`src/rtl/aho_pkg.sv`:
```
// Shared types, register codes and the heatmap ratio table for the heatmap overlay block.
package aho_pkg;

    localparam int CFG_IDX_W  = 2;
    localparam int CFG_DATA_W = 8;
    localparam int MARK_W     = 8;
    localparam int PIX_W      = 16;
    localparam int VOTE_W     = 4;
    localparam int ALPHA_W    = 15;

    localparam logic [CFG_IDX_W-1:0] CFG_ENABLE = 2'd0;
    localparam logic [CFG_IDX_W-1:0] CFG_MODE   = 2'd1;
    localparam logic [CFG_IDX_W-1:0] CFG_HIDE   = 2'd2;
    localparam logic [CFG_IDX_W-1:0] CFG_GRID   = 2'd3;

    localparam logic [1:0] MODE_EITHER = 2'd0;
    localparam logic [1:0] MODE_SP     = 2'd1;

    localparam logic [PIX_W-1:0]   FULL_SCALE = 16'hFFFF;
    localparam logic [ALPHA_W-1:0] ALPHA_ON   = 15'h7FFF;

    typedef struct packed {
        logic              kind;
        logic              frame_start;
        logic [PIX_W-1:0]  intensity;
        logic [MARK_W-1:0] sp_marks;
        logic [MARK_W-1:0] manual_marks;
        logic              grid_bit;
    } t_in_req;

    typedef struct packed {
        logic [PIX_W-1:0]   gray_level;
        logic [VOTE_W-1:0]  vote_count;
        logic [PIX_W-1:0]   heat_red;
        logic [PIX_W-1:0]   heat_green;
        logic [PIX_W-1:0]   heat_blue;
        logic [ALPHA_W-1:0] heat_alpha;
        logic               grid_visible;
    } t_out_req;

    // Controller to datapath.
    typedef struct packed {
        logic accept;
        logic div_start;
        logic emit;
    } t_cmd;

    // Datapath to controller.
    typedef struct packed {
        logic render;
        logic scale_ok;
        logic div_busy;
        logic out_free;
    } t_sts;

    // floor(65535 * num / den) for den 1..7 and num 0..den.
    function automatic logic [PIX_W-1:0] heat_ratio(input logic [2:0] den,
                                                   input logic [2:0] num);
        logic [PIX_W-1:0] v;
        v = '0;
        case ({den, num})
            6'o11: v = 16'd65535;
            6'o21: v = 16'd32767;
            6'o22: v = 16'd65535;
            6'o31: v = 16'd21845;
            6'o32: v = 16'd43690;
            6'o33: v = 16'd65535;
            6'o41: v = 16'd16383;
            6'o42: v = 16'd32767;
            6'o43: v = 16'd49151;
            6'o44: v = 16'd65535;
            6'o51: v = 16'd13107;
            6'o52: v = 16'd26214;
            6'o53: v = 16'd39321;
            6'o54: v = 16'd52428;
            6'o55: v = 16'd65535;
            6'o61: v = 16'd10922;
            6'o62: v = 16'd21845;
            6'o63: v = 16'd32767;
            6'o64: v = 16'd43690;
            6'o65: v = 16'd54612;
            6'o66: v = 16'd65535;
            6'o71: v = 16'd9362;
            6'o72: v = 16'd18724;
            6'o73: v = 16'd28086;
            6'o74: v = 16'd37448;
            6'o75: v = 16'd46810;
            6'o76: v = 16'd56172;
            6'o77: v = 16'd65535;
            default: v = '0;
        endcase
        return v;
    endfunction

endpackage

```
`src/rtl/aho_div.sv`:
```
// Bit-serial restoring divider that forms floor(65535 / divisor), one bit a cycle.
module aho_div (
    input  logic                      i_clk,
    input  logic                      i_rst_n,
    input  logic                      i_start,
    input  logic [aho_pkg::PIX_W-1:0] i_divisor,
    output logic                      o_busy,
    output logic [aho_pkg::PIX_W-1:0] o_quotient
);
    import aho_pkg::*;

    localparam int CNT_W = $clog2(PIX_W);

    logic             r_busy, n_busy;
    logic [CNT_W-1:0] r_cnt, n_cnt;
    logic [PIX_W-1:0] r_div, n_div;
    logic [PIX_W-1:0] r_rem, n_rem;
    logic [PIX_W-1:0] r_quo, n_quo;
    logic [PIX_W:0]   trial;
    logic             fits;

    // The dividend is all ones, so every shift brings in a one.
    assign trial = {r_rem, 1'b1};
    assign fits  = trial >= {1'b0, r_div};

    always_comb begin
        n_busy = r_busy;
        n_cnt  = r_cnt;
        n_div  = r_div;
        n_rem  = r_rem;
        n_quo  = r_quo;
        if (i_start) begin
            n_busy = 1'b1;
            n_cnt  = '0;
            n_div  = i_divisor;
            n_rem  = '0;
        end else if (r_busy) begin
            n_rem = fits ? PIX_W'(trial - {1'b0, r_div}) : trial[PIX_W-1:0];
            n_quo = {r_quo[PIX_W-2:0], fits};
            n_cnt = r_cnt + 1'b1;
            if (r_cnt == CNT_W'(PIX_W - 1)) begin
                n_busy = 1'b0;
            end
        end
    end

    always_ff @(posedge i_clk) begin
        if (!i_rst_n) begin
            r_busy <= 1'b0;
            r_cnt  <= '0;
        end else begin
            r_busy <= n_busy;
            r_cnt  <= n_cnt;
        end
        r_div <= n_div;
        r_rem <= n_rem;
        r_quo <= n_quo;
    end

    assign o_busy     = r_busy;
    assign o_quotient = r_quo;

endmodule

```
`src/rtl/aho_datapath.sv`:
```
// Datapath: registers, running maximum, scale divider, vote count, heatmap and output register.
module aho_datapath #(
    parameter int ANNOTATORS = 8
) (
    input  logic                           i_clk,
    input  logic                           i_rst_n,
    input  logic                           i_cfg_we,
    input  logic [aho_pkg::CFG_IDX_W-1:0]  i_cfg_index,
    input  logic [aho_pkg::CFG_DATA_W-1:0] i_cfg_data,
    input  aho_pkg::t_in_req               i_in_data,
    input  logic                           i_out_stall,
    output logic                           o_out_valid,
    output aho_pkg::t_out_req              o_out_data,
    input  aho_pkg::t_cmd                  i_cmd,
    output aho_pkg::t_sts                  o_sts
);
    import aho_pkg::*;

    localparam int LANES = (ANNOTATORS < MARK_W) ? ANNOTATORS : MARK_W;

    function automatic logic [VOTE_W-1:0] popcount(input logic [MARK_W-1:0] v);
        logic [VOTE_W-1:0] c;
        c = '0;
        for (int k = 0; k < MARK_W; k++) begin
            c = c + VOTE_W'(v[k]);
        end
        return c;
    endfunction

    logic [MARK_W-1:0] r_enable;
    logic [1:0]        r_mode;
    logic              r_hide;
    logic              r_grid;
    logic [PIX_W-1:0]  r_max, n_max;
    logic              r_scale_ok;
    t_in_req           r_item;
    logic              r_out_valid;
    t_out_req          r_out;

    logic [PIX_W-1:0]  base_max;
    logic              div_busy;
    logic [PIX_W-1:0]  scale;
    logic [MARK_W-1:0] lane_mask;
    logic [MARK_W-1:0] marks;
    logic [MARK_W-1:0] en_lanes;
    logic [VOTE_W-1:0] enabled;
    logic [VOTE_W-1:0] votes;
    logic [2:0]        den;
    logic [4:0]        q;
    logic [4:0]        d2;
    logic [4:0]        d3;
    logic [4:0]        d4;
    logic [2:0]        num;
    logic [PIX_W-1:0]  ratio;
    logic [2*PIX_W-1:0] gray_full;
    t_out_req          res;

    // Frame start drops the maximum to one before the item is applied.
    always_comb begin
        base_max = i_in_data.frame_start ? PIX_W'(1) : r_max;
        n_max    = base_max;
        if (!i_in_data.kind && (i_in_data.intensity > base_max)) begin
            n_max = i_in_data.intensity;
        end
    end

    aho_div u_div (
        .i_clk      (i_clk),
        .i_rst_n    (i_rst_n),
        .i_start    (i_cmd.div_start),
        .i_divisor  (n_max),
        .o_busy     (div_busy),
        .o_quotient (scale)
    );

    always_comb begin
        for (int k = 0; k < MARK_W; k++) begin
            lane_mask[k] = (k < LANES);
        end
    end

    always_comb begin
        if (r_mode == MODE_EITHER) begin
            marks = r_item.sp_marks | r_item.manual_marks;
        end else if (r_mode == MODE_SP) begin
            marks = r_item.sp_marks;
        end else begin
            marks = r_item.manual_marks;
        end
    end

    assign en_lanes = r_enable & lane_mask;
    assign enabled  = popcount(en_lanes);
    assign votes    = popcount(en_lanes & marks);
    assign den      = 3'(enabled - 1'b1);
    assign q        = {3'(votes - 1'b1), 2'b00};
    assign d2       = {1'b0, den, 1'b0};
    assign d3       = 5'({2'b00, den} + {1'b0, den, 1'b0});
    assign d4       = {den, 2'b00};

    // Pick the segment; each numerator stays within 0..den.
    always_comb begin
        if (q < 5'(den)) begin
            num = q[2:0];
        end else if (q < d2) begin
            num = 3'(d2 - q);
        end else if (q < d3) begin
            num = 3'(q - d2);
        end else begin
            num = 3'(d4 - q);
        end
    end

    assign ratio     = heat_ratio(den, num);
    assign gray_full = scale * r_item.intensity;

    always_comb begin
        res              = '0;
        res.gray_level   = gray_full[PIX_W-1:0];
        res.vote_count   = votes;
        res.grid_visible = r_item.grid_bit & r_grid;
        if ((votes != '0) && !r_hide) begin
            res.heat_alpha = ALPHA_ON;
            if (enabled <= VOTE_W'(1)) begin
                res.heat_red = FULL_SCALE;
            end else if (q < 5'(den)) begin
                res.heat_green = ratio;
                res.heat_blue  = FULL_SCALE;
            end else if (q < d2) begin
                res.heat_green = FULL_SCALE;
                res.heat_blue  = ratio;
            end else if (q < d3) begin
                res.heat_red   = ratio;
                res.heat_green = FULL_SCALE;
            end else begin
                res.heat_red   = FULL_SCALE;
                res.heat_green = ratio;
            end
        end
    end

    always_ff @(posedge i_clk) begin
        if (!i_rst_n) begin
            r_enable    <= 8'hFF;
            r_mode      <= MODE_EITHER;
            r_hide      <= 1'b0;
            r_grid      <= 1'b0;
            r_max       <= PIX_W'(1);
            r_scale_ok  <= 1'b0;
            r_out_valid <= 1'b0;
        end else begin
            if (i_cfg_we) begin
                unique case (i_cfg_index)
                    CFG_ENABLE: r_enable <= i_cfg_data;
                    CFG_MODE:   r_mode   <= i_cfg_data[1:0];
                    CFG_HIDE:   r_hide   <= i_cfg_data[0];
                    CFG_GRID:   r_grid   <= i_cfg_data[0];
                    default:    r_enable <= r_enable;
                endcase
            end
            if (i_cmd.accept) begin
                r_max <= n_max;
                if (n_max != r_max) begin
                    r_scale_ok <= 1'b0;
                end
            end
            // Max cannot move while the divider runs, so mark it good at start.
            if (i_cmd.div_start) begin
                r_scale_ok <= 1'b1;
            end
            if (i_cmd.emit) begin
                r_out_valid <= 1'b1;
            end else if (!i_out_stall) begin
                r_out_valid <= 1'b0;
            end
        end
        if (i_cmd.accept) begin
            r_item <= i_in_data;
        end
        if (i_cmd.emit) begin
            r_out <= res;
        end
    end

    assign o_sts.render   = i_in_data.kind;
    assign o_sts.scale_ok = r_scale_ok && (n_max == r_max);
    assign o_sts.div_busy = div_busy;
    assign o_sts.out_free = !r_out_valid || !i_out_stall;

    assign o_out_valid = r_out_valid;
    assign o_out_data  = r_out;

endmodule

```
`src/rtl/aho_ctrl.sv`:
```
// Controller: sequences accept, scale division and result hand-off.
module aho_ctrl (
    input  logic          i_clk,
    input  logic          i_rst_n,
    input  logic          i_in_valid,
    output logic          o_in_stall,
    input  aho_pkg::t_sts i_sts,
    output aho_pkg::t_cmd o_cmd
);
    import aho_pkg::*;

    localparam logic [1:0] ST_IDLE = 2'd0;
    localparam logic [1:0] ST_DIV  = 2'd1;
    localparam logic [1:0] ST_EMIT = 2'd2;

    logic [1:0] r_state, n_state;

    always_comb begin
        n_state = r_state;
        o_cmd   = '0;
        unique case (r_state)
            ST_IDLE: begin
                if (i_in_valid) begin
                    o_cmd.accept = 1'b1;
                    if (i_sts.render) begin
                        if (i_sts.scale_ok) begin
                            n_state = ST_EMIT;
                        end else begin
                            o_cmd.div_start = 1'b1;
                            n_state         = ST_DIV;
                        end
                    end
                end
            end
            ST_DIV: begin
                if (!i_sts.div_busy) begin
                    n_state = ST_EMIT;
                end
            end
            ST_EMIT: begin
                if (i_sts.out_free) begin
                    o_cmd.emit = 1'b1;
                    n_state    = ST_IDLE;
                end
            end
            default: begin
                n_state = ST_IDLE;
            end
        endcase
    end

    always_ff @(posedge i_clk) begin
        if (!i_rst_n) begin
            r_state <= ST_IDLE;
        end else begin
            r_state <= n_state;
        end
    end

    assign o_in_stall = (r_state != ST_IDLE);

endmodule

```
`src/rtl/annotation_heatmap_overlay.sv`:
```
// Top level of the per-pixel heatmap overlay renderer.
// Pixels arrive as requests of two kinds. A measure request folds its intensity
// into the running maximum of the slice and produces nothing. A render request
// produces one result: the gray level floor(65535/max) times the intensity (low
// 16 bits), the number of enabled annotators marking the pixel under the display
// mode, a blue-cyan-green-yellow-red heatmap colour with alpha, and the grid
// flag. While the scale quotient is current a render request goes straight to
// its result; after the running maximum has changed, the bit-serial divider
// first runs its 16 divide steps to rebuild floor(65535/max) before the result
// is formed. Frame start resets the maximum to one before the request is
// applied. The result sits in an output register, so a waiting result does not
// block the next measure request; a render request waits only until the output
// register frees up. Configuration is written through a plain write port; the
// user must write it only while the block is idle, which the block itself does
// not enforce.
module annotation_heatmap_overlay #(
    parameter int ANNOTATORS = 8
) (
    input  logic                           i_clk,
    input  logic                           i_rst_n,
    input  logic                           i_cfg_we,
    input  logic [aho_pkg::CFG_IDX_W-1:0]  i_cfg_index,
    input  logic [aho_pkg::CFG_DATA_W-1:0] i_cfg_data,
    input  logic                           i_in_valid,
    output logic                           o_in_stall,
    input  aho_pkg::t_in_req               i_in_data,
    output logic                           o_out_valid,
    input  logic                           i_out_stall,
    output aho_pkg::t_out_req              o_out_data
);
    import aho_pkg::*;

    t_cmd cmd;
    t_sts sts;

    // Sequence each request: accept, and for a render request divide when the maximum moved, then emit.
    aho_ctrl u_ctrl (
        .i_clk      (i_clk),
        .i_rst_n    (i_rst_n),
        .i_in_valid (i_in_valid),
        .o_in_stall (o_in_stall),
        .i_sts      (sts),
        .o_cmd      (cmd)
    );

    // Hold registers, the maximum, the divider and the result register.
    aho_datapath #(
        .ANNOTATORS (ANNOTATORS)
    ) u_datapath (
        .i_clk       (i_clk),
        .i_rst_n     (i_rst_n),
        .i_cfg_we    (i_cfg_we),
        .i_cfg_index (i_cfg_index),
        .i_cfg_data  (i_cfg_data),
        .i_in_data   (i_in_data),
        .i_out_stall (i_out_stall),
        .o_out_valid (o_out_valid),
        .o_out_data  (o_out_data),
        .i_cmd       (cmd),
        .o_sts       (sts)
    );

endmodule
```
`config.mk`:
```
export PLATFORM = sky130hd
export DESIGN_NAME = annotation_heatmap_overlay
export DESIGN_NICKNAME = d
export VERILOG_FILES = /design/src/rtl/aho_pkg.sv /design/src/rtl/aho_div.sv /design/src/rtl/aho_datapath.sv /design/src/rtl/aho_ctrl.sv /design/src/rtl/annotation_heatmap_overlay.sv
export SDC_FILE = /design/constraint.sdc
export NUM_CORES = 1
export LEC_CHECK = 0
export ABC_AREA = 0
export BUFFER_PORTS_ARGS = -buffer_cell sky130_fd_sc_hd__buf_2
export CAP_MARGIN = 30
export CORE_ASPECT_RATIO = 1.5
export CORE_MARGIN = 2
export CORE_UTILIZATION = 61
export DETAILED_ROUTE_END_ITERATION = 10
export PLACE_DENSITY = 0.86
export SYNTH_ARGS = -nofsm -noshare
export SYNTH_HDL_FRONTEND = slang
export SYNTH_HIERARCHICAL = 1
export SYNTH_SLANG_ARGS = --single-unit
export TNS_END_PERCENT = 10
```
`constraint.sdc`:
```
create_clock -name i_clk -period 9.35 [get_ports i_clk]
set_input_delay 0.935 -clock i_clk [delete_from_list [all_inputs] [get_ports i_clk]]
set_output_delay 0.935 -clock i_clk [all_outputs]
set_load 0.01 [all_outputs]
```
==> results of run 1 <==
==> worst paths after layout <==
path              cells past startpoint  slack [ns]                              end                            start
setup reg to reg                     26        1.82        u_datapath/o_out_data[27]           u_datapath/en_lanes[5]
hold / removal                        0        0.49  u_datapath/u_div/o_quotient[15]  u_datapath/u_div/o_quotient[14]
setup / recovery                     26        1.82        u_datapath/o_out_data[27]           u_datapath/en_lanes[5]
hold reg to reg                       0        0.49  u_datapath/u_div/o_quotient[15]  u_datapath/u_div/o_quotient[14]
==> cells by family (layout without fill, tap and decap cells) <==
kind of cell	Yosys count	after routing	share of synthesized area, %
AOI/OAI and AO/OA	202	202	10.78
xor gates and xnor gates	68	68	4.716
adders and majority gates	190	190	22.61
buffers and inverters	259	363	8.145
and+or+nand+nor	387	387	15.11
muxes	37	37	2.761
DFF	179	179	35.88
==> routing by layer <==
layer | part of all wire [%] | routed length [µm]
met5 | 0 | 0
met4 | 5.3 | 1619
met3 | 6.0 | 1829
met2 | 53 | 16070
met1 | 36 | 10790
==> registers in the layout (all words and copies together) (netlist names), 4 cells and up <==
signal / count
u_datapath/en_lanes: 8
u_datapath/u_div/o_quotient: 16
u_datapath/u_div/r_div: 16
u_datapath/u_div/r_rem: 16
u_datapath/r_max: 16
u_datapath/r_item: 33
u_datapath/o_out_data: 61
u_datapath/u_div/r_cnt: 4
==> cells in the mapped netlist (14+ instances only) <==
master,instances,area (µm²)
a21o_1,14,105.1
a21oi_1,50,250.2
a31oi_1,18,112.6
and2_1,90,563.0
buf_4,28,210.2
clkbuf_1,33,123.9
dfxtp_1,53,1061
edfxtp_1,126,3784
fa_1,90,1802
ha_1,100,1251
inv_1,188,705.7
mux2i_1,35,350.3
nand2_1,115,431.7
nand2b_1,20,125.1
nand3_1,26,130.1
nor2_1,57,214.0
o21ai_0,30,150.1
xnor2_1,48,420.4
xor2_1,16,140.1
==> power by group through the flow <==
stage | registers (mW) | logic (mW) | clock network [mW]
after floorplan | 1.35 | 3.05 | 0
after global routing | 1.35 | 4.45 | 0.752
after global placement | 1.35 | 3.68 | 0
after CTS | 1.34 | 3.96 | 0.720
final | 1.34 | 4.00 | 0.711
after detailed placement | 1.35 | 3.90 | 0
==> cells in the final DEF, fill, tap and decap left out, types with 4 or more instances in the layout <==
cell	n
nor2b_1	9
a21o_1	14
o21ai_0	30
fa_1	90
nand3b_1	4
a211o_1	4
nor3_1	7
ha_1	100
nor2_1	54
or2_2	4
and3_1	5
inv_1	188
mux2i_1	35
dfxtp_1	53
and2_1	90
or3_1	6
o21ai_1	6
buf_2	135
edfxtp_1	126
o2111ai_1	4
a31oi_1	17
xnor2_1	48
buf_4	8
o21bai_1	5
nor3b_1	8
o211ai_1	8
nand2_1	115
nand3_1	26
nand4_1	8
a211oi_1	7
o21a_1	9
clkbuf_16	17
a311oi_1	6
nand2b_1	20
a21oi_1	50
nor4_1	7
xor2_1	16
==> final cells by class <==
class / instances / area (µm²)
clock inverters: 12 / 143.9
inverters: 188 / 705.7
flip-flops and latches: 179 / 4845
clock buffers: 20 / 436.7
well taps: 272 / 340.3
multi-input cells: 884 / 7582
repair buffers: 143 / 735.7
fillers: 1536 / 6929
==> Flow_metrics.wiki, run 1 <==
{| class="wikitable"
! Metric !! Value
|-
| Outcome || completed
|-
| Pre-CTS setup slack || just under 2 ns
|-
| Setup repair after global routing missed its margin || no
|-
| Placer congestion estimate || 0.9185
|-
| Number of placement rows || 66
|-
| Initial DRC count || about 640
|-
| Mapped Nets || roughly 1.6k
|-
| Top FF cell, synth || edfxtp_1
|-
| I/O pin count || roughly 140
|-
| Vertical extent of the die || between 150 and 200 µm
|-
| Core outline area || between 20,000 and 25,000 µm²
|-
| Fraction of power spent switching nets || about 46%
|-
| Initial Util || a little over 60%
|-
| Vias after detailed routing || 10.06k
|-
| Critical path start-end classification || reg2reg
|-
| Global-route wire length before repair || ~49 mm
|-
| Number of distinct library cells after synthesis || 86
|-
| Number of nets in the layout || approximately 1.7k
|-
| Number of buffer and inverter instances along the worst setup path || 4
|-
| Setup total negative slack || 0 ns
|-
| Power dissipated by switching net loads || approximately 2.8 mW
|-
| Remaining max-slew budget at the tightest pin || a little over two fifths
|-
| Antenna Nets Post-Route || 0
|-
| Number of register bits inferred by synthesis || approximately 180
|-
| Number of detailed-route iterations in the first pass || 5
|-
| Transition time at the pin with the least slew margin || approximately 0.86 ns
|-
| Cell Pwr Density || 409.0 nW/µm²
|-
| Placed cell areas || roughly 14,000 µm²
|-
| Internal power || between 3 and 4 mW
|-
| Clock buffers created by TritonCTS || 17
|-
| Worst-path clk slew || 0.07 ns
|-
| CTS tree || built
|-
| Buffer levels on the longest clock path || 2
|-
| Quantity of gates resized following cts || 0
|-
| Max-cap violations || 0
|-
| Max IR drop VDD || approximately 0.35 mV
|-
| GR Util met1 || 28.94%
|-
| Synthesized area || roughly 14,000 µm²
|-
| Worst Setup End Kind || flop
|-
| Total placed cells including tap cells || between 1.5k and 2k
|-
| Fin Clk Skew || around 0.013 ns
|-
| Largest net degree at the start of global routing || 63
|-
| Number of warning messages in the yosys log || 6
|-
| Post-synthesis cell count || between 1k and 1.5k
|-
| Die outline area || roughly 23,000 µm²
|-
| Total count of hold-check failures in the final report || 0
|-
| Cts-stage hold buffer count || 0
|-
| Cell at the root of the clock tree || clkbuf_16
|-
| Leakage Power || approximately 6.6 nW
|-
| Met3 demand-to-capacity share in global routing || approximately 4.2%
|-
| Final core utilization || about two thirds
|-
| Arrival @ worst endpoint || around 7.8 ns
|-
| Final cell count without fillers || 1,698
|-
| H-tree depth || 4
|-
| I/O Buffers || about 140
|-
| Detailed Route WL || 30.30 mm
|-
| Part of the power in the clock network || between 10% and 20%
|-
| Post-synth EDFFs || ~130
|-
| Post-layout instance area || 14,790 µm²
|-
| Total congestion overflow after global routing || 0
|-
| HPWL after DPL || ~23 mm
|-
| Number of global-route vias before repair || 10.17k
|-
| Detail-routed net length per standard cell || 17.85 µm
|-
| Overall die width || around 130 µm
|-
| Final worst-path cycle share || 80.51%
|-
| Vias per cell || roughly 6
|-
| DR DRC count || 0
|-
| Hold Path Class || reg2reg
|-
| Fin Hold WS || 0.4944 ns
|-
| Final setup slack of the worst path || about 1.8 ns
|-
| Worst stage delay on the critical path || 0.58 ns
|-
| Kind of start point of the critical path || flop
|-
| Portion of total power attributed to combinational logic || approximately two thirds
|-
| Kind of cell with the highest combined delay on the critical path || adder cells
|-
| Crit-path most repeated cell || fa_1
|-
| Met2 routing resource usage after global routing || between 40 and 50%
|-
| Sequential area share after synthesis || 35.88%
|-
| All-layer global routing usage || a little over a quarter
|-
| Maximum clock frequency || between 0.1 and 0.15 GHz
|-
| Critical path fanouts, max || 11
|-
| Number of antenna violations at the first check in global routing || 0
|-
| Share of total power in sequential cells || 22.1%
|-
| Count of buffers added by post-CTS timing repair for setup || 0
|-
| Slowest stage cell on the critical path || xnor2_2
|-
| Power consumption || around 6.0 mW
|-
| Final-report setup violation count || 0
|-
| Max-slew violation count || 0
|-
| FFs w/ async S/R, synth || 0%
|-
| Mean cell area of the mapped netlist || between 10 and 15 µm²
|-
| Layout cell share with drive strength beyond 1 || between 10% and 20%
|-
| Source-to-sink clock delay at the later pin of the worst-skew pair || 0.44 ns
|-
| Clock tree sinks || about 180
|-
| Layout overhead on the synthesized area || 9.526%
|-
| Final min period || 7.527 ns
|-
| Global routing's busiest layer || met2
|-
| Antenna cell count || 0
|-
| Required arrival time at the worst endpoint || around 9.7 ns
|}
Power figures use the tool's default switching activity.
==> inputs of run 2 (changes only) <==
--- a/config.mk
+++ b/config.mk
@@ -10,9 +10,9 @@
 export CAP_MARGIN = 30
 export CORE_ASPECT_RATIO = 1.5
 export CORE_MARGIN = 2
-export CORE_UTILIZATION = 61
+export CORE_UTILIZATION = 55
 export DETAILED_ROUTE_END_ITERATION = 10
-export PLACE_DENSITY = 0.86
+export PLACE_DENSITY = 0.82
 export SYNTH_ARGS = -nofsm -noshare
 export SYNTH_HDL_FRONTEND = slang
 export SYNTH_HIERARCHICAL = 1
==> constraint.sdc (replaced) <==
create_clock -name i_clk -period 6.5 [get_ports i_clk]
set_input_delay 0.65 -clock i_clk [delete_from_list [all_inputs] [get_ports i_clk]]
set_output_delay 0.65 -clock i_clk [all_outputs]
set_load 0.01 [all_outputs]
==> Flow_metrics.wiki, run 2 (synthesized netlist as in run 1, its figures left out) <==
{| class="wikitable"
! Metric !! Value
|-
| Routed length on met2 || 15.69 mm (-2.3%)
|-
| Pre-CTS setup slack || 0.08212 ns (-1.898 ns)
|-
| Source-to-sink clock delay at the later pin of the worst-skew pair || 0.44 ns (about the same)
|-
| Required arrival time at the worst endpoint || 6.82 ns (-2.84 ns)
|-
| Number of antenna violations at the first check in global routing || 1 (+1)
|-
| I/O Buffers || 135 (unchanged)
|-
| Clock buffers created by TritonCTS || 17 (unchanged)
|-
| Outcome || completed
|-
| Worst stage delay on the critical path || 0.59 ns (about the same)
|-
| Arrival @ worst endpoint || 6.60 ns (-1.24 ns)
|-
| Max IR drop VDD || 0.4369 mV (+26%)
|-
| Vias per cell || 5.603 (-5.4%)
|-
| Critical path fanouts, max || 6 (-5)
|-
| Core outline area || 24,260 µm² (+12%)
|-
| Cell at the root of the clock tree || clkbuf_16
|-
| Initial DRC count || 727 (+13%)
|-
| All-layer global routing usage || 23.28% (-3.3 points)
|-
| Detail-routed net length per standard cell || 16.91 µm (-5.2%)
|-
| Hold Path Class || in2reg
|-
| Endpoint of the worst hold path || u_datapath/r_item[12]
|-
| DR DRC count || 0 (unchanged)
|-
| I/O pin count || 136 (unchanged)
|-
| Max-cap violations || 0 (unchanged)
|-
| List of cells traversed by the critical path || inv_1 -> fa_1 -> fa_1 -> fa_2 -> fa_2 -> ha_2 -> xnor2_2 -> xnor2_2 -> inv_2 -> fa_2 -> xor2_1 -> ha_1 -> a21o_1 -> a21oi_2 -> mux2i_1 -> o21a_4 -> a21boi_2 -> xnor2_2 -> inv_1 -> ha_1 -> or3_4 -> a21o_2 -> a21oi_2 -> or2_2
|-
| Setup total negative slack || 0 ns (unchanged)
|-
| Clock tree sinks || 179 (unchanged)
|-
| Worst Setup End Kind || flop
|-
| Buffer levels on the longest clock path || 2 (unchanged)
|-
| Leakage Power || 6.665 nW (+0.99%)
|-
| Largest net degree at the start of global routing || 63 (unchanged)
|-
| Commonest cells after routing, fill and taps aside || inv_1 (186), buf_2 (135), edfxtp_1 (126)
|-
| Overall die width || 131.9 µm (+5.1%)
|-
| HPWL after DPL || 22.20 mm (-1.4%)
|-
| Depth of the worst register-to-register path || 24 (-7.7%)
|-
| Reg-to-reg critical path endpoint || u_datapath/o_out_data[24]
|-
| Number of nets in the layout || 1,661 (+0.48%)
|-
| Critical path start-end classification || reg2reg
|-
| Final min period || 6.285 ns (-1.243 ns)
|-
| Detailed Route WL || 29.75 mm (-1.8%)
|-
| Fin Clk Skew || 0.01617 ns (+0.002771 ns)
|-
| Vias after detailed routing || 9,856 (-2.0%)
|-
| Number of detailed-route iterations in the first pass || 8 (+3)
|-
| Placer congestion estimate || 0.8810 (-4.1%)
|-
| CTS tree || built
|-
| Initial Util || 55.66% (-6.5 points)
|-
| Transition time at the pin with the least slew margin || 0.9222 ns (+0.06172 ns)
|-
| H-tree depth || 4 (unchanged)
|-
| Number of flip-flops under the largest register name || 61 (unchanged)
|-
| Total length of routed met3 wires || 1.623 mm (-11%)
|-
| Antenna Nets Post-Route || 0 (unchanged)
|-
| R2R Path Start || u_datapath/en_lanes[2]
|-
| Total congestion overflow after global routing || 0 (unchanged)
|-
| Number of placement rows || 70 (+6.1%)
|-
| Die outline area || 25,850 µm² (+11%)
|-
| Final-report setup violation count || 0 (unchanged)
|-
| Worst hold path cell count || 1 (+1)
|-
| Number of global-route vias before repair || 10.19k (+0.20%)
|-
| Top sig layer || met4
|-
| Kind of start point of the critical path || flop
|-
| Remaining max-slew budget at the tightest pin || 38.45% (-4.0 points)
|-
| Fin Hold WS || 0.3787 ns (-0.1158 ns)
|-
| Cell Pwr Density || 588.1 nW/µm² (+44%)
|-
| Total routed wire length on the met1 layer || 11.29 mm (+4.6%)
|-
| Final setup slack of the worst path || 0.2155 ns (-1.607 ns)
|-
| Hold_sp || i_in_data[12]
|-
| Slowest stage cell on the critical path || fa_2
|-
| Layout overhead on the synthesized area || 11.18%
|-
| Max-slew violation count || 0 (unchanged)
|-
| Worst-path clk slew || 0.07 ns (about the same)
|-
| Total count of hold-check failures in the final report || 0 (unchanged)
|-
| Leading cell type in the layout, fill and taps excluded || inv_1
|-
| Global-route wire length before repair || 48.38 mm (-2.0%)
|-
| Vertical extent of the die || 195.9 µm (+5.2%)
|-
| Final worst-path cycle share || 96.69% (+16 points)
|-
| Number of fill cells in the layout || 1,912 (+24%)
|-
| Layout cell share with drive strength beyond 1 || 17.09% (+2.0 points)
|-
| Maximum clock frequency || 0.1591 GHz (+20%)
|-
| Register-to-register setup slack || 0.22 ns (-1.61 ns)
|}
## run 2: cell types whose count changed in the layout (fill, tap and decap cells not counted), moves of 3 or more
cell,previous run,this run
a21oi_1,50,47
fa_1,90,87
buf_4,8,16
clkinv_8,0,4
clkbuf_1,3,0
a21oi_2,1,4
fa_2,0,3
## run 2: critical path, delay by kind of cell, from the launching register on
| family | cells | cell delay [ns] |
|---|---|---|
| XOR/XNOR | 4 | 0.58 |
| multiplexers | 1 | 0.26 |
| flip-flops | 1 | 0.33 |
| adder cells (fa/ha/maj) | 8 | 3.10 |
| AO/OA/AOI/OAI | 6 | 1.12 |
| buffers and inverters | 3 | 0.22 |
| AND/OR/NAND/NOR | 2 | 0.53 |
## run 2: how the worst max path moves through the flow
stage	endpoint	slack (ns)	cells past startpoint	startpoint
after global routing	u_datapath/o_out_data[30]	-0.006	24	u_datapath/en_lanes[2]
after global placement	u_datapath/o_out_data[24]	0.23	24	u_datapath/r_mode[1]
after detailed placement	u_datapath/o_out_data[30]	0.08	25	u_datapath/r_mode[1]
after floorplan	u_datapath/o_out_data[24]	0.002	24	u_datapath/en_lanes[2]
final	u_datapath/o_out_data[24]	0.22	24	u_datapath/en_lanes[2]
after CTS	u_datapath/o_out_data[59]	0.004	27	u_datapath/r_mode[1]
## run 2: area by class of cell
cell class,instances,area [µm²],area share [%]
Clock inverter,15,185.2,1.233
Inverter,188,705.7,4.700
Multi-Input combinational cell,884,7649,50.95
Antenna cell,1,2.502,0.01667
Clock buffer,17,425.4,2.834
Tap cell,324,405.4,2.700
Sequential cell,179,4845,32.27
Timing Repair Buffer,151,795.8,5.300
## run 2: stage by stage
step / instance area (µm²) / cells / total power [mW] / utilization [%]
final: 15010 / 1759 / 8.829 / 61.88
after global routing: 15010 / 1759 / 9.548 / 61.88
after CTS: 14950 / 1756 / 8.637 / 61.63
after detailed placement: 14340 / 1724 / 7.546 / 59.11
after global placement: 14340 / 1724 / 7.336 / 59.11
after floorplan: 13530 / 1322 / 6.384 / -
## run 2: per-layer routing
layer	vias to the layer above	global-route usage, %
met4	0	12.32
met2	356	42.48
met1	4783	25.69
li1	4635	-
met3	82	4.109
met5	-	0
## run 2: where the power goes
group	internal (mW)	total, mW	leakage (nW)	switching [mW]
Clock	0.554	1.04	0.298	0.491
Sequential	1.80	1.93	1.61	0.126
Combinational	2.47	5.86	4.75	3.39
## run 2: what timing repair did
action                                  in CTS  in global routing
resized for setup                            0                 13
hold buffers                                 0                  0
buffers inserted                             0                  2
endpoints found under the setup margin       0                 39
==> inputs of run 3 (changes only) <==
--- a/config.mk
+++ b/config.mk
@@ -10,9 +10,10 @@
 export CAP_MARGIN = 30
 export CORE_ASPECT_RATIO = 1.5
 export CORE_MARGIN = 2
-export CORE_UTILIZATION = 55
+export CORE_UTILIZATION = 56
+export CTS_BUF_LIST = sky130_fd_sc_hd__clkbuf_2 sky130_fd_sc_hd__clkbuf_4 sky130_fd_sc_hd__clkbuf_8
 export DETAILED_ROUTE_END_ITERATION = 10
-export PLACE_DENSITY = 0.82
+export PLACE_DENSITY = 0.83
 export SYNTH_ARGS = -nofsm -noshare
 export SYNTH_HDL_FRONTEND = slang
 export SYNTH_HIERARCHICAL = 1
==> Flow_metrics.wiki, run 3 (synthesized netlist as in run 1, its figures left out) <==
{| class="wikitable"
! Metric !! Value
|-
| CTS tree || built
|-
| Total placed cells including tap cells || 1,720 (-0.23%)
|-
| Placed cell areas || 14,340 µm² (about the same)
|-
| Max-cap violations || 0 (unchanged)
|-
| Hold_sp || i_in_data[12]
|-
| Cts-stage hold buffer count || 0 (unchanged)
|-
| Source-to-sink clock delay at the later pin of the worst-skew pair || 0.48 ns (+0.04 ns)
|-
| Cell at the root of the clock tree || clkbuf_8
|-
| Vias per cell || 5.577 (-0.46%)
|-
| Maximum clock frequency || 0.1597 GHz (+0.37%)
|-
| Detailed Route WL || 28.85 mm (-3.0%)
|-
| Final worst-path cycle share || 96.33% (-0.36 points)
|-
| Critical path fanouts, max || 4 (-2)
|-
| Largest net degree at the start of global routing || 63 (unchanged)
|-
| Pre-CTS setup slack || 0.07877 ns (-0.003347 ns)
|-
| R2R Path Start || u_datapath/en_lanes[3]
|-
| Register-to-register setup slack || 0.24 ns (+0.02 ns)
|-
| Worst Setup End Kind || flop
|-
| Final cell count without fillers || 1,755 (-0.23%)
|-
| Max IR drop VDD || 0.4429 mV (+1.4%)
|-
| Antenna Nets Post-Route || 0 (unchanged)
|-
| Hold Path Class || in2reg
|-
| Vertical extent of the die || 194.2 µm (-0.88%)
|-
| Cell Pwr Density || 581.3 nW/µm² (-1.1%)
|-
| Commonest cells after routing, fill and taps aside || inv_1 (186), buf_2 (135), edfxtp_1 (126)
|-
| Buffer levels on the longest clock path || 2 (unchanged)
|-
| Placer congestion estimate || 0.8977 (+1.9%)
|-
| Total count of hold-check failures in the final report || 0 (unchanged)
|-
| Kind of start point of the critical path || flop
|-
| Vias after detailed routing || 9,788 (-0.69%)
|-
| H-tree depth || 4 (unchanged)
|-
| Die outline area || 25,400 µm² (-1.7%)
|-
| Reg-to-reg critical path endpoint || u_datapath/o_out_data[55]
|-
| Total congestion overflow after global routing || 0 (unchanged)
|-
| I/O pin count || 136 (unchanged)
|-
| Crit path launch || u_datapath/en_lanes[3]
|-
| Transition time at the pin with the least slew margin || 0.8675 ns (-0.05472 ns)
|-
| All-layer global routing usage || 23.69% (+0.40 points)
|-
| Outcome || completed
|-
| Detail-routed net length per standard cell || 16.44 µm (-2.8%)
|-
| Layout overhead on the synthesized area || 9.600%
|-
| Initial DRC count || 669 (-8.0%)
|-
| Remaining max-slew budget at the tightest pin || 42.10% (+3.7 points)
|-
| Final min period || 6.261 ns (-0.02329 ns)
|-
| Depth of the worst register-to-register path || 26 (+8.3%)
|-
| Number of detailed-route iterations in the first pass || 5 (-3)
|-
| Clock tree sinks || 179 (unchanged)
|-
| Antenna cell count || 0 (-1)
|-
| Leading cell type in the layout, fill and taps excluded || inv_1
|-
| Final setup slack of the worst path || 0.2387 ns (+0.02329 ns)
|-
| Number of global-route vias before repair || 9,790 (-3.9%)
|-
| Clock buffers created by TritonCTS || 17 (unchanged)
|-
| Required arrival time at the worst endpoint || 6.82 ns (about the same)
|-
| Layout cell share with drive strength beyond 1 || 17.27% (+0.19 points)
|-
| Core outline area || 23,660 µm² (-2.5%)
|-
| Number of nets in the layout || 1,663 (+0.12%)
|-
| Fin Clk Skew || 0.01467 ns (-0.001504 ns)
|-
| Fin Hold WS || 0.3411 ns (-0.03758 ns)
|-
| Final-report setup violation count || 0 (unchanged)
|-
| Number of placement rows || 69 (-1.4%)
|-
| Setup total negative slack || 0 ns (unchanged)
|-
| Leakage Power || 6.571 nW (-1.4%)
|-
| Worst-path clk slew || 0.10 ns (+0.03 ns)
|-
| Critical path start-end classification || reg2reg
|-
| Number of flip-flops under the largest register name || 61 (unchanged)
|-
| Arrival @ worst endpoint || 6.58 ns (-0.02 ns)
|-
| Post-layout instance area || 14,800 µm² (-1.4%)
|-
| Overall die width || 130.8 µm (-0.87%)
|-
| I/O Buffers || 135 (unchanged)
|-
| Worst hold path cell count || 1 (unchanged)
|-
| Global-route wire length before repair || 47.59 mm (-1.6%)
|-
| Max-slew violation count || 0 (unchanged)
|-
| HPWL after DPL || 22.12 mm (-0.36%)
|-
| DR DRC count || 0 (unchanged)
|-
| Initial Util || 57.08% (+1.4 points)
|-
| Endpoint of the worst hold path || u_datapath/r_item[12]
|-
| Number of antenna violations at the first check in global routing || 0 (-1)
|-
| Worst stage delay on the critical path || 0.59 ns (about the same)
|-
| Slowest stage cell on the critical path || fa_2
|}
[run 3: changes by cell type in the layout (fill, tap and decap cells not counted), moves of 2 or more]
cell       before  now
buf_4          16   18
clkbuf_16      17    0
o21ai_0        30   26
clkinv_4        1    4
o21ai_1         6    9
clkbuf_8        0   17
clkinv_8        4    1
[run 3: routing by layer]
metal	part of all wire, %	track usage [%]	vias up
met5	0	0	-
met4	3.5	9.968	0
li1	-	-	4626
met2	53	41.74	326
met1	39	28.44	4750
met3	5.0	3.532	86
[run 3: worst max-delay path: cells and delay by family (launching register included)]
| family | cells | cell delay (ns) |
|---|---|---|
| flops | 1 | 0.35 |
| buf+inv | 4 | 0.32 |
| mux | 1 | 0.24 |
| simple gates | 2 | 0.28 |
| xor+xnor | 4 | 0.58 |
| compound gates | 7 | 1.27 |
| fa+ha+maj | 8 | 3.06 |
[run 3: stage by stage]
stage | utilization [%] | total power [mW]
2_1_floorplan | - | 6.384
3_3_place_gp | 60.63 | 7.345
3_5_place_dp | 60.63 | 7.578
4_1_cts | 62.20 | 8.317
5_1_grt | 62.56 | 9.323
6_report | 62.56 | 8.603
[run 3: worst max path at each step]
stage,slack [ns],endpoint
after floorplan,0.002,u_datapath/o_out_data[24]
after global placement,0.27,u_datapath/o_out_data[24]
after detailed placement,0.08,u_datapath/o_out_data[24]
after CTS,0.05,u_datapath/o_out_data[24]
after global routing,-0.007,u_datapath/o_out_data[43]
final,0.24,u_datapath/o_out_data[55]
[run 3: final cells by class]
type / count / area (µm²)
sequential: 179 / 4846
clock inverter: 15 / 136.4
multi-input combinational: 884 / 7667
clock buffer: 17 / 234.0
timing repair buffer: 153 / 810.8
inverter: 188 / 705.7
fill: 1922 / 8856
tap: 319 / 399.1
[run 3: where the power goes]
group	internal, mW	switching (mW)
Sequential	1.80	0.129
Clock	0.280	0.442
Combinational	2.53	3.43
Total	4.61	4.00
[run 3: timing repair]
| action | CTS | global route |
|---|---|---|
| gates resized for setup | 0 | 19 |
| setup buffers | 0 | 3 |
| setup endpoints to repair | 0 | 39 |
